## src/sv/png_unf_pkg.sv

```systemverilog
`default_nettype none
// ----------------------------------------------------------------------------
// png_unf_pkg
// Shared types and constants of the PNG scanline unfilter: filter codes,
// register map, configuration widths and the per-sample control word.
// ----------------------------------------------------------------------------
package png_unf_pkg;

	localparam int MAX_WIDTH_DEF           = 1024;
	localparam int MAX_BYTES_PER_PIXEL_DEF = 4;

	localparam int IMAGE_WIDTH_W     = 11;
	localparam int IMAGE_HEIGHT_W    = 16;
	localparam int BYTES_PER_PIXEL_W = 3;
	localparam int CFG_ADDR_W        = 4;
	localparam int CFG_DATA_W        = 32;

	typedef enum logic [2:0] {
		FILTER_NONE    = 3'd0,
		FILTER_SUB     = 3'd1,
		FILTER_UP      = 3'd2,
		FILTER_AVERAGE = 3'd3,
		FILTER_PAETH   = 3'd4
	} filter_t;

	typedef enum logic [1:0] {
		REG_IMAGE_WIDTH     = 2'd0,
		REG_IMAGE_HEIGHT    = 2'd1,
		REG_BYTES_PER_PIXEL = 2'd2
	} reg_idx_t;

	typedef struct packed {
		filter_t filter;
		logic    bad;
		logic    first_row;
		logic    first_pixel;
		logic    row_end;
		logic    image_end;
	} sample_ctrl_t;

endpackage
`default_nettype wire

```

## src/sv/png_unf_predict.sv

```systemverilog
`default_nettype none
// ----------------------------------------------------------------------------
// png_unf_predict
// Sample reconstruction: None, Sub, Up, Average and Paeth predictors,
// result added to the filtered byte modulo 256.
// ----------------------------------------------------------------------------
module png_unf_predict (
	input  wire png_unf_pkg::filter_t filter,
	input  wire logic [7:0]           x,
	input  wire logic [7:0]           a,
	input  wire logic [7:0]           b,
	input  wire logic [7:0]           c,
	output logic      [7:0]           val
);

	logic signed [10:0] d_bc;
	logic signed [10:0] d_ac;
	logic signed [10:0] d_abc;
	logic        [9:0]  pa;
	logic        [9:0]  pb;
	logic        [9:0]  pc;
	logic        [7:0]  paeth;
	logic        [8:0]  sum_ab;
	logic        [7:0]  pred;

	always_comb begin
		d_bc  = $signed({3'b000, b}) - $signed({3'b000, c});
		d_ac  = $signed({3'b000, a}) - $signed({3'b000, c});
		d_abc = $signed({3'b000, a}) + $signed({3'b000, b}) - $signed({2'b00, c, 1'b0});
		pa    = d_bc[10]  ? 10'(-d_bc)  : 10'(d_bc);
		pb    = d_ac[10]  ? 10'(-d_ac)  : 10'(d_ac);
		pc    = d_abc[10] ? 10'(-d_abc) : 10'(d_abc);
		if (pa <= pb && pa <= pc) begin
			paeth = a;
		end else if (pb <= pc) begin
			paeth = b;
		end else begin
			paeth = c;
		end
		sum_ab = {1'b0, a} + {1'b0, b};
		case (filter)
			png_unf_pkg::FILTER_SUB:     pred = a;
			png_unf_pkg::FILTER_UP:      pred = b;
			png_unf_pkg::FILTER_AVERAGE: pred = sum_ab[8:1];
			png_unf_pkg::FILTER_PAETH:   pred = paeth;
			default:                     pred = 8'd0;
		endcase
		val = x + pred;
	end

endmodule
`default_nettype wire
```

## config.mk

```make
export PLATFORM = sky130hd
export DESIGN_NAME = png_unf_predict
export DESIGN_NICKNAME = d
export VERILOG_FILES = /design/src/sv/png_unf_pkg.sv /design/src/sv/png_unf_predict.sv
export SDC_FILE = /design/constraint.sdc
export NUM_CORES = 1
export LEC_CHECK = 0
export BUFFER_PORTS_ARGS = -buffer_cell sky130_fd_sc_hd__buf_2
export CORE_ASPECT_RATIO = 1.1
export CORE_MARGIN = 4
export CORE_UTILIZATION = 65
export DETAILED_ROUTE_END_ITERATION = 6
export PLACE_DENSITY = 0.88
export RECOVER_POWER = 25
export SYNTH_ARGS = -nofsm -noshare
export SYNTH_HDL_FRONTEND = slang
export SYNTH_SLANG_ARGS = --single-unit
```

## constraint.sdc

```tcl
create_clock -name vclk -period 12.3
set_input_delay 1.23 -clock vclk [all_inputs]
set_output_delay 1.23 -clock vclk [all_outputs]
set_load 0.01 [all_outputs]
```

==> metrics.csv <==
metric,value,unit
hold_buffers,0,
end_kind,output port,
yosys_warnings,0,
finalHoldViolations,0,
post-route-period-util,74.3,%
criticalPathCategory,input port to output port,
hpwl,7910,um
layout_common_cells,"inv_1 (70), ha_1 (69), buf_2 (43), a21oi_1 (34), xnor2_1 (32)",
grt_use_total,27.6,%
ys_types,60,
min_path_cells,3,
avgSynthCellArea,7.42,um2
min-delay-start,x[0],
power_switching,236,uW
n_antenna_cell,0,
cp_max_fo,12,
maxCapViolations,0,
routed_wl,9090,um
outcome,finished clean,
report.final.slew_viol_count,0,
setup_violations,0,
synth_area,3380,um2
nFlopsAndLatches,0,
cp.required,11.07,ns
drt_iter0_markers,157,
firstDrtPassIters,5,
syn_inst,456,
grt_pass1_wl,15100,um
tightest_slew,1.12,ns
area_growth,8.14,%
min_to,val[0],
drive_gt1_share,11.7,%
rows,27,
layout_commonest_cell,inv_1,
fmax,109,MHz
combPwrFrac,100.0,%
p_seq_share,0,%
drtAntennaViolNets,0,
routabilityCongestion,0.985,
setup_ws,3.16,ns
tns,0,ns
hold_class,input port to output port,
grt_max_degree,18,
internal_power,173,uW
ir_drop,0.0566,mV
power_density,112,nW/um2
antenna_found_initial,0,
worstPathArrival,7.91,ns
grt-ovfl-total,0,
ys_seq_area_share,0,%
p_leak,1.89,nW
dieArea,6420,um2
dieWidth,76.8,um
drc,0,
io_buffers,43,
timing.slew.headroom,24.7,%
cpPeakStageDelay,0.91,ns
rsz0062_at_grt,false,
nets,612,
clkPwrFrac,0,%
fp.coreArea,5030,um2
p_sw_share,57.8,%
grt_pass1_vias,3403,
post_cts_resized,0,
timing.critical_path.mode_cell,a21oi_1,
seqCellArea,0,um2
critPathLaunchType,input port,
fin_crit,9.14,ns
utilization,72.7,%
viasPerCell,6.23,
slowest_stage,o21ai_0,
nClkBuffers,0,
post-cts-setup-buffers,0,
dp_slack,3.52,ns
io_pins,43,
routed-via-count,3443,
initial_utilization,67.2,%
wl_per_cell,16.4,um
die_h,83.7,um
holdWs,2.77,ns
[through the flow]
stage	instances	instance area, um2	total power, mW
2_1_floorplan	458	3390	0.312
3_3_place_gp	553	3660	0.383
3_5_place_dp	553	3660	0.404
4_1_cts	553	3660	0.407
5_1_grt	553	3660	0.456
6_report	553	3660	0.409
[layout make-up]
class / count / area, um2
multi-input combinational: 381 / 3100
fill: 405 / 1380
inverter: 70 / 263
timing repair buffer: 44 / 223
tap: 58 / 72.6
[logic make-up after synthesis]
kind of cell / share of synthesized area (%)
AO/OA/AOI/OAI: 29.0
XOR/XNOR: 13.1
adder cells (fa/ha/maj): 32.6
buffers and inverters: 8.58
multiplexers: 0.629
other: 0.222
AND/OR/NAND/NOR: 15.8
[worst max-delay path, delay by kind of cell]
| kind | cells | cell delay (ns) |
|---|---|---|
| and+or+nand+nor | 6 | 1.15 |
| AOI/OAI and AO/OA | 14 | 3.21 |
| xor gates and xnor gates | 3 | 0.40 |
| buffers and inverters | 5 | 0.45 |
| adders and majority gates | 4 | 1.47 |
[routing by layer]
metal / track usage [%] / share of wire, %
met1: 32.4 / 40
met2: 53.1 / 50
met3: 1.30 / 6.8
met4: 7.58 / 3.2
met5: 0 / 0
[cell usage after synthesis (3+ instances only)]
master	instances	area (um2)
a21oi_1	34	170
o21a_1	9	67.6
clkbuf_1	5	18.8
or2_1	3	18.8
or3_1	4	25.0
a31oi_1	9	56.3
ha_1	69	863
nor3_1	4	20.0
fa_1	11	220
nor2b_1	7	43.8
o31ai_1	3	22.5
a21o_1	19	143
nand4_1	7	43.8
nor2_1	28	105
o21ai_1	15	75.1
o22ai_1	3	18.8
a211oi_1	3	22.5
a22oi_1	7	52.6
xnor2_1	32	280
xor2_1	15	131
o21bai_1	8	60.1
nand2_1	20	75.1
nand3_1	10	50.1
o21ai_0	16	80.1
inv_1	70	263
[power by group through the flow]
stage / sequential (mW) / clock [mW] / combinational, mW
3_3_place_gp: 0 / 0 / 0.383
4_1_cts: 0 / 0 / 0.407
3_5_place_dp: 0 / 0 / 0.404
5_1_grt: 0 / 0 / 0.456
2_1_floorplan: 0 / 0 / 0.312
6_report: 0 / 0 / 0.409
[worst max-delay path by stage]
| stage | endpoint | slack [ns] | cells past startpoint | start |
|---|---|---|---|---|
| 2_1_floorplan | val[7] | 4.44 | 27 | a[2] |
| 6_report | val[7] | 3.16 | 32 | a[2] |
| 5_1_grt | val[7] | 2.54 | 31 | a[2] |
| 3_3_place_gp | val[7] | 3.77 | 32 | a[2] |
| 4_1_cts | val[7] | 3.52 | 32 | a[2] |
| 3_5_place_dp | val[7] | 3.52 | 32 | a[2] |
No activity file was read; power rests on OpenSTA's default activity.
